**src/sv/itar_pkg.sv**
```systemverilog
// Package for the integer to ASCII converter: widths, command and radix
// codes, controller states, character constants and the digit encoder.
// No dependencies; every other file of the block uses it.
`timescale 1ns / 1ps

package itar_pkg;

  // Width of the converted integer.
  localparam int ValueWidth = 16;

  // The longest text is the octal one: one digit per three bits.
  localparam int StackDepth = (ValueWidth + 2) / 3;
  localparam int CountWidth = $clog2(StackDepth + 1);
  localparam int IndexWidth = $clog2(StackDepth);

  // Reciprocal of ten, scaled by 2**35; exact for every 32-bit dividend.
  localparam logic [31:0] RecipTen   = 32'hCCCC_CCCD;
  localparam int          RecipShift = 35;

  // ASCII codes.
  localparam logic [6:0] CharZero  = 7'h30;
  localparam logic [6:0] CharLowA  = 7'h61;
  localparam logic [6:0] CharUpA   = 7'h41;
  localparam logic [6:0] CharMinus = 7'h2D;
  localparam logic [3:0] DigitTen  = 4'd10;

  typedef enum logic [2:0] {
    CMD_SDEC = 3'd0,
    CMD_UDEC = 3'd1,
    CMD_OCT  = 3'd2,
    CMD_LHEX = 3'd3,
    CMD_UHEX = 3'd4
  } cmd_e;

  typedef enum logic [1:0] {
    RADIX_DEC = 2'd0,
    RADIX_OCT = 2'd1,
    RADIX_HEX = 2'd2
  } radix_e;

  typedef enum logic [1:0] {
    ST_IDLE = 2'd0,
    ST_DIV  = 2'd1,
    ST_EMIT = 2'd2
  } state_e;

  // Control from the sequencer to the digit stack.
  typedef struct packed {
    logic push;
    logic pop;
  } stack_ctrl_t;

  // Maps one digit value to its ASCII character.
  function automatic logic [6:0] digit_char(input logic [3:0] digit, input logic upper);
    logic [6:0] base;
    begin
      if (digit < DigitTen) begin
        digit_char = CharZero + {3'b000, digit};
      end else begin
        base = upper ? CharUpA : CharLowA;
        digit_char = base + {3'b000, digit - DigitTen};
      end
    end
  endfunction

endpackage

```
**src/sv/itar_div.sv**
```systemverilog
// Shared divide-by-radix unit: one quotient per cycle, plus the digit that
// the previous step left. Depends on itar_pkg.
`timescale 1ns / 1ps

module itar_div (
  input  logic [itar_pkg::ValueWidth-1:0] work_i,
  input  logic [3:0]                      prev_i,
  input  itar_pkg::radix_e                radix_i,
  output logic [itar_pkg::ValueWidth-1:0] quot_o,
  output logic [3:0]                      digit_o
);

  localparam int ProdWidth = itar_pkg::ValueWidth + 32;

  logic [ProdWidth-1:0] prod;
  logic [3:0]           wlo;
  logic [3:0]           sub;

  // Decimal uses the scaled reciprocal; octal and hex are plain shifts.
  assign prod = ProdWidth'(work_i) * ProdWidth'(itar_pkg::RecipTen);

  always_comb begin
    case (radix_i)
      itar_pkg::RADIX_DEC: quot_o = itar_pkg::ValueWidth'(prod >> itar_pkg::RecipShift);
      itar_pkg::RADIX_OCT: quot_o = work_i >> 3;
      itar_pkg::RADIX_HEX: quot_o = work_i >> 4;
      default:             quot_o = work_i >> 4;
    endcase
  end

  // The remainder is prev - radix * quotient; modulo 16 only the low
  // nibbles of both take part.
  assign wlo = work_i[3:0];

  always_comb begin
    case (radix_i)
      itar_pkg::RADIX_DEC: sub = 4'({wlo, 3'b000} + {3'b000, wlo, 1'b0});
      itar_pkg::RADIX_OCT: sub = {wlo[0], 3'b000};
      itar_pkg::RADIX_HEX: sub = 4'd0;
      default:             sub = 4'd0;
    endcase
  end

  assign digit_o = prev_i - sub;

endmodule

```
**src/sv/itar_stack.sv**
```systemverilog
// Digit stack: digits arrive least significant first and leave most
// significant first. Depends on itar_pkg.
`timescale 1ns / 1ps

module itar_stack (
  input  logic                            clk_i,
  input  logic                            rst_ni,
  input  itar_pkg::stack_ctrl_t           ctrl_i,
  input  logic [3:0]                      digit_i,
  output logic [3:0]                      top_o,
  output logic [itar_pkg::CountWidth-1:0] count_o
);

  logic [3:0]                      entries_q [itar_pkg::StackDepth];
  logic [itar_pkg::CountWidth-1:0] count_q, count_d;
  logic [itar_pkg::CountWidth-1:0] top_cnt;

  assign top_cnt = count_q - itar_pkg::CountWidth'(1);
  assign top_o   = entries_q[top_cnt[itar_pkg::IndexWidth-1:0]];
  assign count_o = count_q;

  // Fill count tracks the number of stored digits.
  always_comb begin
    count_d = count_q;
    if (ctrl_i.push) begin
      count_d = count_q + itar_pkg::CountWidth'(1);
    end else if (ctrl_i.pop) begin
      count_d = top_cnt;
    end
  end

  always_ff @(posedge clk_i or negedge rst_ni) begin
    if (!rst_ni) begin
      count_q <= '0;
    end else begin
      count_q <= count_d;
    end
  end

  // Digit storage needs no reset.
  always_ff @(posedge clk_i) begin
    if (ctrl_i.push) begin
      entries_q[count_q[itar_pkg::IndexWidth-1:0]] <= digit_i;
    end
  end

endmodule

```
**src/sv/integer_to_ascii_radix.sv**
```systemverilog
// Top level of the integer to ASCII converter: sequencer and output stage.
// Depends on itar_pkg, itar_div and itar_stack.
`timescale 1ns / 1ps

// Usage
// A transaction is accepted at a rising edge with start high and busy low;
// command_i selects signed decimal, unsigned decimal, octal, lowercase hex
// or uppercase hex, and value_i carries the integer bits. Command codes
// above uppercase hex are dropped: busy stays low and nothing is emitted.
// The block answers with one ASCII character per cycle on character_o,
// marked by result_valid_o, most significant digit first; last_o flags the
// final character. A negative signed decimal value starts with '-'.
// Timing: busy rises the cycle after acceptance. The shared divider
// produces one digit per cycle (a zero value counts as one digit), then
// the digit stack empties one character per cycle, after a minus sign if
// there is one. The next transaction can be accepted in the cycle the
// last character is on the ports.
// Reset clears the sequencer, the digit stack and the result strobe. The
// receiver cannot stall; each character is shown for exactly one cycle.

module integer_to_ascii_radix (
  input  logic                            clk_i,
  input  logic                            rst_ni,
  input  logic                            start,
  output logic                            busy,
  input  logic [2:0]                      command_i,
  input  logic [itar_pkg::ValueWidth-1:0] value_i,
  output logic                            result_valid_o,
  output logic [6:0]                      character_o,
  output logic                            last_o
);

  localparam int W = itar_pkg::ValueWidth;

  itar_pkg::state_e state_q, state_d;
  itar_pkg::radix_e radix_q, radix_d;
  logic [W-1:0]     work_q, work_d;
  logic [3:0]       prev_q, prev_d;
  logic             pend_q, pend_d;
  logic             first_q, first_d;
  logic             neg_q, neg_d;
  logic             upper_q, upper_d;
  logic             valid_q, valid_d;
  logic [6:0]       char_q, char_d;
  logic             last_q, last_d;

  itar_pkg::stack_ctrl_t           stack_ctrl;
  logic [W-1:0]                    quot;
  logic [3:0]                      digit;
  logic [3:0]                      top_digit;
  logic [itar_pkg::CountWidth-1:0] count;
  logic [W-1:0]                    mag;
  logic                            sign_neg;

  // Shared arithmetic unit.
  itar_div u_div (
    .work_i  (work_q),
    .prev_i  (prev_q),
    .radix_i (radix_q),
    .quot_o  (quot),
    .digit_o (digit)
  );

  // Digit reversal.
  itar_stack u_stack (
    .clk_i   (clk_i),
    .rst_ni  (rst_ni),
    .ctrl_i  (stack_ctrl),
    .digit_i (digit),
    .top_o   (top_digit),
    .count_o (count)
  );

  // Magnitude of a negative signed decimal value.
  assign sign_neg = value_i[W-1];
  assign mag      = (itar_pkg::cmd_e'(command_i) == itar_pkg::CMD_SDEC && sign_neg)
                    ? W'(~value_i + W'(1)) : value_i;

  // Sequencer: next state and control.
  always_comb begin
    state_d         = state_q;
    radix_d         = radix_q;
    work_d          = work_q;
    prev_d          = prev_q;
    pend_d          = pend_q;
    first_d         = first_q;
    neg_d           = neg_q;
    upper_d         = upper_q;
    valid_d         = 1'b0;
    char_d          = char_q;
    last_d          = last_q;
    stack_ctrl.push = 1'b0;
    stack_ctrl.pop  = 1'b0;

    case (state_q)
      itar_pkg::ST_IDLE: begin
        if (start) begin
          work_d  = mag;
          first_d = 1'b1;
          pend_d  = 1'b0;
          neg_d   = 1'b0;
          upper_d = 1'b0;
          state_d = itar_pkg::ST_DIV;
          case (itar_pkg::cmd_e'(command_i))
            itar_pkg::CMD_SDEC: begin
              radix_d = itar_pkg::RADIX_DEC;
              neg_d   = sign_neg;
            end
            itar_pkg::CMD_UDEC: radix_d = itar_pkg::RADIX_DEC;
            itar_pkg::CMD_OCT:  radix_d = itar_pkg::RADIX_OCT;
            itar_pkg::CMD_LHEX: radix_d = itar_pkg::RADIX_HEX;
            itar_pkg::CMD_UHEX: begin
              radix_d = itar_pkg::RADIX_HEX;
              upper_d = 1'b1;
            end
            default: state_d = itar_pkg::ST_IDLE;
          endcase
        end
      end

      itar_pkg::ST_DIV: begin
        // The digit of the previous step is stored here, in the cycle after that step.
        stack_ctrl.push = pend_q;
        if (work_q != '0 || first_q) begin
          work_d  = quot;
          prev_d  = work_q[3:0];
          pend_d  = 1'b1;
          first_d = 1'b0;
        end else begin
          pend_d  = 1'b0;
          state_d = itar_pkg::ST_EMIT;
        end
      end

      itar_pkg::ST_EMIT: begin
        valid_d = 1'b1;
        if (neg_q) begin
          char_d = itar_pkg::CharMinus;
          last_d = 1'b0;
          neg_d  = 1'b0;
        end else begin
          stack_ctrl.pop = 1'b1;
          char_d = itar_pkg::digit_char(top_digit, upper_q);
          last_d = (count == itar_pkg::CountWidth'(1));
          if (count == itar_pkg::CountWidth'(1)) begin
            state_d = itar_pkg::ST_IDLE;
          end
        end
      end

      default: state_d = itar_pkg::ST_IDLE;
    endcase
  end

  // Control registers.
  always_ff @(posedge clk_i or negedge rst_ni) begin
    if (!rst_ni) begin
      state_q <= itar_pkg::ST_IDLE;
      pend_q  <= 1'b0;
      first_q <= 1'b0;
      neg_q   <= 1'b0;
      valid_q <= 1'b0;
    end else begin
      state_q <= state_d;
      pend_q  <= pend_d;
      first_q <= first_d;
      neg_q   <= neg_d;
      valid_q <= valid_d;
    end
  end

  // Payload registers.
  always_ff @(posedge clk_i) begin
    radix_q <= radix_d;
    work_q  <= work_d;
    prev_q  <= prev_d;
    upper_q <= upper_d;
    char_q  <= char_d;
    last_q  <= last_d;
  end

  assign busy           = (state_q != itar_pkg::ST_IDLE);
  assign result_valid_o = valid_q;
  assign character_o    = char_q;
  assign last_o         = valid_q & last_q;

endmodule

```
**config.mk**
```make
export PLATFORM = sky130hd
export DESIGN_NAME = integer_to_ascii_radix
export DESIGN_NICKNAME = d
export VERILOG_FILES = /design/src/sv/itar_pkg.sv /design/src/sv/itar_div.sv /design/src/sv/itar_stack.sv /design/src/sv/integer_to_ascii_radix.sv
export SDC_FILE = /design/constraint.sdc
export NUM_CORES = 1
export LEC_CHECK = 0
export BUFFER_PORTS_ARGS = -buffer_cell sky130_fd_sc_hd__buf_2
export CORE_UTILIZATION = 60
export CTS_CLUSTER_DIAMETER = 150
export DETAILED_ROUTE_END_ITERATION = 6
export PLACE_DENSITY = 0.85
export SETUP_SLACK_MARGIN = 0.3
export SLEW_MARGIN = 20
export SYNTH_ARGS = -nofsm -noshare
export SYNTH_HDL_FRONTEND = slang
export SYNTH_HIERARCHICAL = 1
export SYNTH_SLANG_ARGS = --single-unit
```
**constraint.sdc**
```tcl
create_clock -name clk_i -period 6.55 [get_ports clk_i]
set_input_delay 1.31 -clock clk_i [delete_from_list [all_inputs] [get_ports clk_i]]
set_output_delay 1.31 -clock clk_i [all_outputs]
set_load 0.02 [all_outputs]
```
======== After elaboration in Yosys (flattened, before gate mapping) ========
Memories as Yosys holds them, arrays and structs flattened.
Index checks and enable logic that the tools add are counted.
word-level totals
  flip-flop bits (word level) ............. 40
  memory bits (writable) .................. 24
  output and inout bits ................... 10
  bits of input ports ..................... 22
  memories ................................ 1
  logic and storage cells ................. 92
cells by class
  multipliers ............................. 1
  multiplexer cells ....................... 33
  equal/unequal tests ..................... 13
  reductions and logical operators ........ 21
  bitwise logic cells ..................... 2
  add/sub/neg operators ................... 8
  magnitude comparators ................... 1
memory list
  name               words  bits a word  read ports  clocked after memory_dff  wr ports  RTL line          RTL
  u_stack.entries_q  6      4            1           0                         1         itar_stack.sv:14  logic [3:0] entries_q [itar_pkg::StackDepth];
operator list
  operator                  count
  $mul A16 B32 Y48 const B  1
  $mux W16                  3
  $pmux W16 S2              1
  $pmux W13 S2              1
  $add A16 B1 Y16 const B   1
  $not A16 Y16              1
  $reduce_bool A16 Y1       1
  $mux W1                   14
  $pmux W2 S3               2
  $ne A2 B2 Y1 const B      5
  $mux W2                   4
  $pmux W4 S2               1
  $reduce_and A2 Y1         4
  $reduce_bool A2 Y1        4
  $add A6 B4 Y7 const A     1
  $add A7 B4 Y7             1
  $mux W7                   1
  $eq A3 B1 Y1 const B      2
  $eq A3 B2 Y1 const B      2
  $mux W3                   2
  $mux W6                   1
  $pmux W1 S2               3
  $reduce_and A3 Y1         2
  $reduce_or A5 Y1          1
  other kinds (17)          20

======== Logic depth before layout (Yosys ltp) ========
  depth in word-level cells ............... 5
  mapped depth ............................ 23
  mapped depth without buffers ............ 23

======== By module ========
The synthesis kept the hierarchy.
modules (own cells, without submodules)
  module                  area each (µm²)  instances  sequential area each (µm²)  cells each
  itar_div                5,499.0          1          0.0                         622
  integer_to_ascii_radix  1,876.8          1          1,081.0                     179
  itar_stack              1,158.6          1          795.8                       64

======== Least setup slack after synthesis ========
No wires, ideal clock.
  kind .................................... flip-flop to flip-flop
  start point ............................. reg work_q[5]
  end point ............................... reg work_q[10], data pin
  cell stages (with the launch flop) ...... 22
  arrival ................................. 5.680 ns
  buffers on the path ..................... 0
  setup time .............................. 0.269 ns
  required time ........................... 6.281 ns
  clock period less this slack ............ 5.949 ns
  path slack .............................. 0.601 ns
  cell sequence ........................... edfxtp_1 -> inv_1 -> ha_1 -> fa_1 -> inv_1 -> fa_1 -> inv_1 -> fa_1 -> fa_1 -> fa_1 -> inv_1 -> ha_1 -> and4_1 -> and3_4 -> and4_2 -> a2111oi_4 -> o21bai_2 -> a311oi_2 -> mux2i_1 -> nor2_1 -> nand2_1 -> o21ai_0
between the ends
  word-level cells in the longest chain between the ends .. 4
ends and longest elaborated chain
  what                      RTL line                       RTL
  start: declaration        integer_to_ascii_radix.sv:37   logic [W-1:0] work_q, work_d;
  start signal: assignment  integer_to_ascii_radix.sv:175  work_q <= work_d;
  $mul A16 B32 Y48          itar_div.sv:20                 assign prod = ProdWidth'(work_i) * ProdWidth'(itar_pkg::RecipTen);
  $pmux W13 S2              itar_div.sv:23                 case (radix_i)
  net quot[10]              integer_to_ascii_radix.sv:48   logic [W-1:0] quot;
  $mux W16                  integer_to_ascii_radix.sv:124  if (work_q != '0 || first_q) begin
  $pmux W16 S2              integer_to_ascii_radix.sv:95   case (state_q)
  net work_d[10]            integer_to_ascii_radix.sv:37
The timed path passes the listed nets, and every way through them passes these cells. The select of a mux whose other input is x is not followed.
A chain may end at the register's enable or synchronous reset.

======== Worst setup path after layout ========
  start point ............................. reg work_q[2]
  end point ............................... reg work_q[10], data pin
Same word-level chain as after synthesis.

==> results.json <==
{
  "outcome": "completed",
  "cts_buffers": 9,
  "synth_top_family_by_area": "adder cells",
  "place.gp.congestion": 0.923,
  "dominantRegCellSynth": "edfxtp_1",
  "crit_type": "reg2reg",
  "synth_xor_xnor_area_share_pct": 3.39,
  "synthMuxAreaShare_pct": 2.93,
  "vias": 6785,
  "io_pins": 32,
  "required_ps": 6620,
  "die_area_um2": 14700,
  "synth_top_area_share_pct": 20.1,
  "synthArstFlopShare_pct": 14.1,
  "cp-end-kind": "register",
  "synth_edf_count": 55,
  "worstRegToRegCells": 21,
  "drive_above_1_share_pct": 15.9,
  "cts_sinks": 64,
  "cts.clk_slew.worst_paths_ps": 60,
  "rr_endpoint": "work_q[10]",
  "grt_pass1_vias": 6634,
  "postSynthCellCount": 865,
  "rsz0062_at_grt": "yes",
  "syn2layout_area_growth_pct": 12.9,
  "fin_crit_ps": 6340,
  "fmax_mhz": 158,
  "synth_fa_ha_area_share_pct": 39.6,
  "vias_per_cell": 6.14,
  "yosys.area_share.simple_pct": 10.1,
  "layout.nets": 1162,
  "synth_area_leaders": "ha_1 (20%), fa_1 (19%), edfxtp_1 (19%)",
  "start_util_pct": 61.5,
  "drt_first_pass_iters": 6,
  "fp-row-count": 43,
  "max_cap_violations": 0,
  "crit_fanout": 4,
  "yosysWarnings": 6,
  "start_kind": "register",
  "synth.avg_cell_area_um2": 9.87,
  "arrival_ps": 6410,
  "diodes": 0,
  "wire_per_inst_um": 20.4,
  "drc_errors": 0,
  "track_usage_pct": 30.0,
  "crit_path_start": "work_q[2]",
  "tns_ps": 0,
  "overflow": 0,
  "yosysMostFrequentCell": "inv_1",
  "dp_hpwl_um": 16900,
  "core_area_um2": 13900,
  "setup_violations": 0,
  "fin_skew_ps": 3.38,
  "clock_path_buffers": 2,
  "maxSlewViolCount": 0,
  "worstSkewPairLatency_ps": 330,
  "dieHeight_um": 121,
  "antenna_found_initial": 0,
  "clock-root-buffer": "clkbuf_16",
  "synth_compound_area_share_pct": 12.8,
  "io_buffers": 31,
  "synth-seq-cells": 64,
  "endpoint": "work_q[10]",
  "yosysSeqAreaShare_pct": 22.0,
  "drt_iter0_drc": 563,
  "cts_tree": "built",
  "rrSetupSlack_ps": 210,
  "hold_class": "reg2reg",
  "finalHoldViolations": 0,
  "period_share_pct": 96.7,
  "htreeDepth": 3,
  "grt_max_degree": 31,
  "grt_pass1_wl_um": 33600,
  "netlist_area_um2": 8530,
  "ant_nets": 0,
  "synthTopCellsByCount": "inv_1 (184), ha_1 (137), fa_1 (83)",
  "die_w_um": 121,
  "yosysUniqueCellTypes": 79,
  "yosysTopAreaCell": "ha_1",
  "slew_headroom_pct": 46.9,
  "wirelength_um": 22500,
  "worstReg2RegStart": "work_q[2]",
  "tightest_slew_ps": 791
}
-- worst max-delay path: stages, from the launching register on --
cell and delay, ps:
edfxtp_1 440, ha_1 360, inv_1 90, fa_2 610, inv_2 70, fa_1 500, fa_1 510, inv_1 60
fa_1 590, inv_1 90, fa_1 580, ha_4 230, nand4_1 250, nor2_2 70, a2111o_1 440, a2111oi_4 270
o21bai_2 160, a311oi_2 330, mux2i_1 260, nor2_1 60, nand2_1 50, o21ai_1 60
-- cells in the final DEF (no fill, tap or decap), drive strengths merged, types with 12 or more instances in the layout --
cell type  count
inv          185
a21oi         39
ha           137
xnor2         23
edfxtp        55
nor2          38
nand2         54
buf           58
a21o          16
fa            83
o21ai         37
nand3         12
-- how the worst min path moves through the flow --
stage	start	endpoint	slack, ps	depth (start not counted)
6_report	pend_q	pend_q	520	2
5_1_grt	pend_q	pend_q	530	2
4_1_cts	pend_q	pend_q	510	2
3_5_place_dp	pend_q	pend_q	500	2
3_3_place_gp	pend_q	pend_q	490	2
2_1_floorplan	pend_q	pend_q	460	2
-- kinds of logic after synthesis --
kind of cell	count (synthesis)
other	1
XOR/XNOR	33
flip-flops	64
multiplexers	16
AO/OA/AOI/OAI	160
AND/OR/NAND/NOR	170
adder cells (fa/ha/maj)	220
buffers and inverters	201
-- flip-flops by register name, indices dropped and copies added (netlist names) --
name,count
upper_q,1
first_q,1
prev_q,4
u_stack/entries_q,24
neg_q,1
pend_q,1
state_q,2
work_q,16
character_o,7
last_q,1
result_valid_o,1
u_stack/count_o,3
radix_q,2
-- layer usage --
layer	vias to the layer above	track usage (%)	part of all wire, %
met5	-	0	0
met4	0	10.6	4.8
met3	88	3.90	6.8
met2	356	50.7	50
met1	3279	39.5	39
li1	3062	-	-
-- cell type report --
class / count / area, um^2
Clock buffer: 10 / 239
Clock inverter: 6 / 115
Fill cell: 957 / 4240
Inverter: 185 / 694
Multi-Input combinational cell: 602 / 6130
Sequential cell: 64 / 1880
Tap cell: 180 / 225
Timing Repair Buffer: 58 / 358
-- repair_timing --
| item | CTS | global route |
|---|---|---|
| setup endpoints to repair | 2 | 13 |
| gates resized for setup | 2 | 51 |
| pin swaps | 6 | 25 |
| hold buffers | 0 | 0 |
| buffers inserted | 5 | 10 |
-- metrics by stage --
stage	hold WS [ps]	utilization (%)	worst slack (ps)	cells	instance area, um^2
after global placement	488	64.3	305	1074	8930
after floorplan	459	-	601	867	8540
after detailed placement	500	64.3	180	1074	8930
after CTS	514	67.2	294	1095	9330
after global routing	534	69.4	74.3	1105	9640
final	520	69.4	214	1105	9640
Power is left out: the tool's default activity adds up to more than one toggle a clock period on the data nets, which glitch-free logic cannot reach.
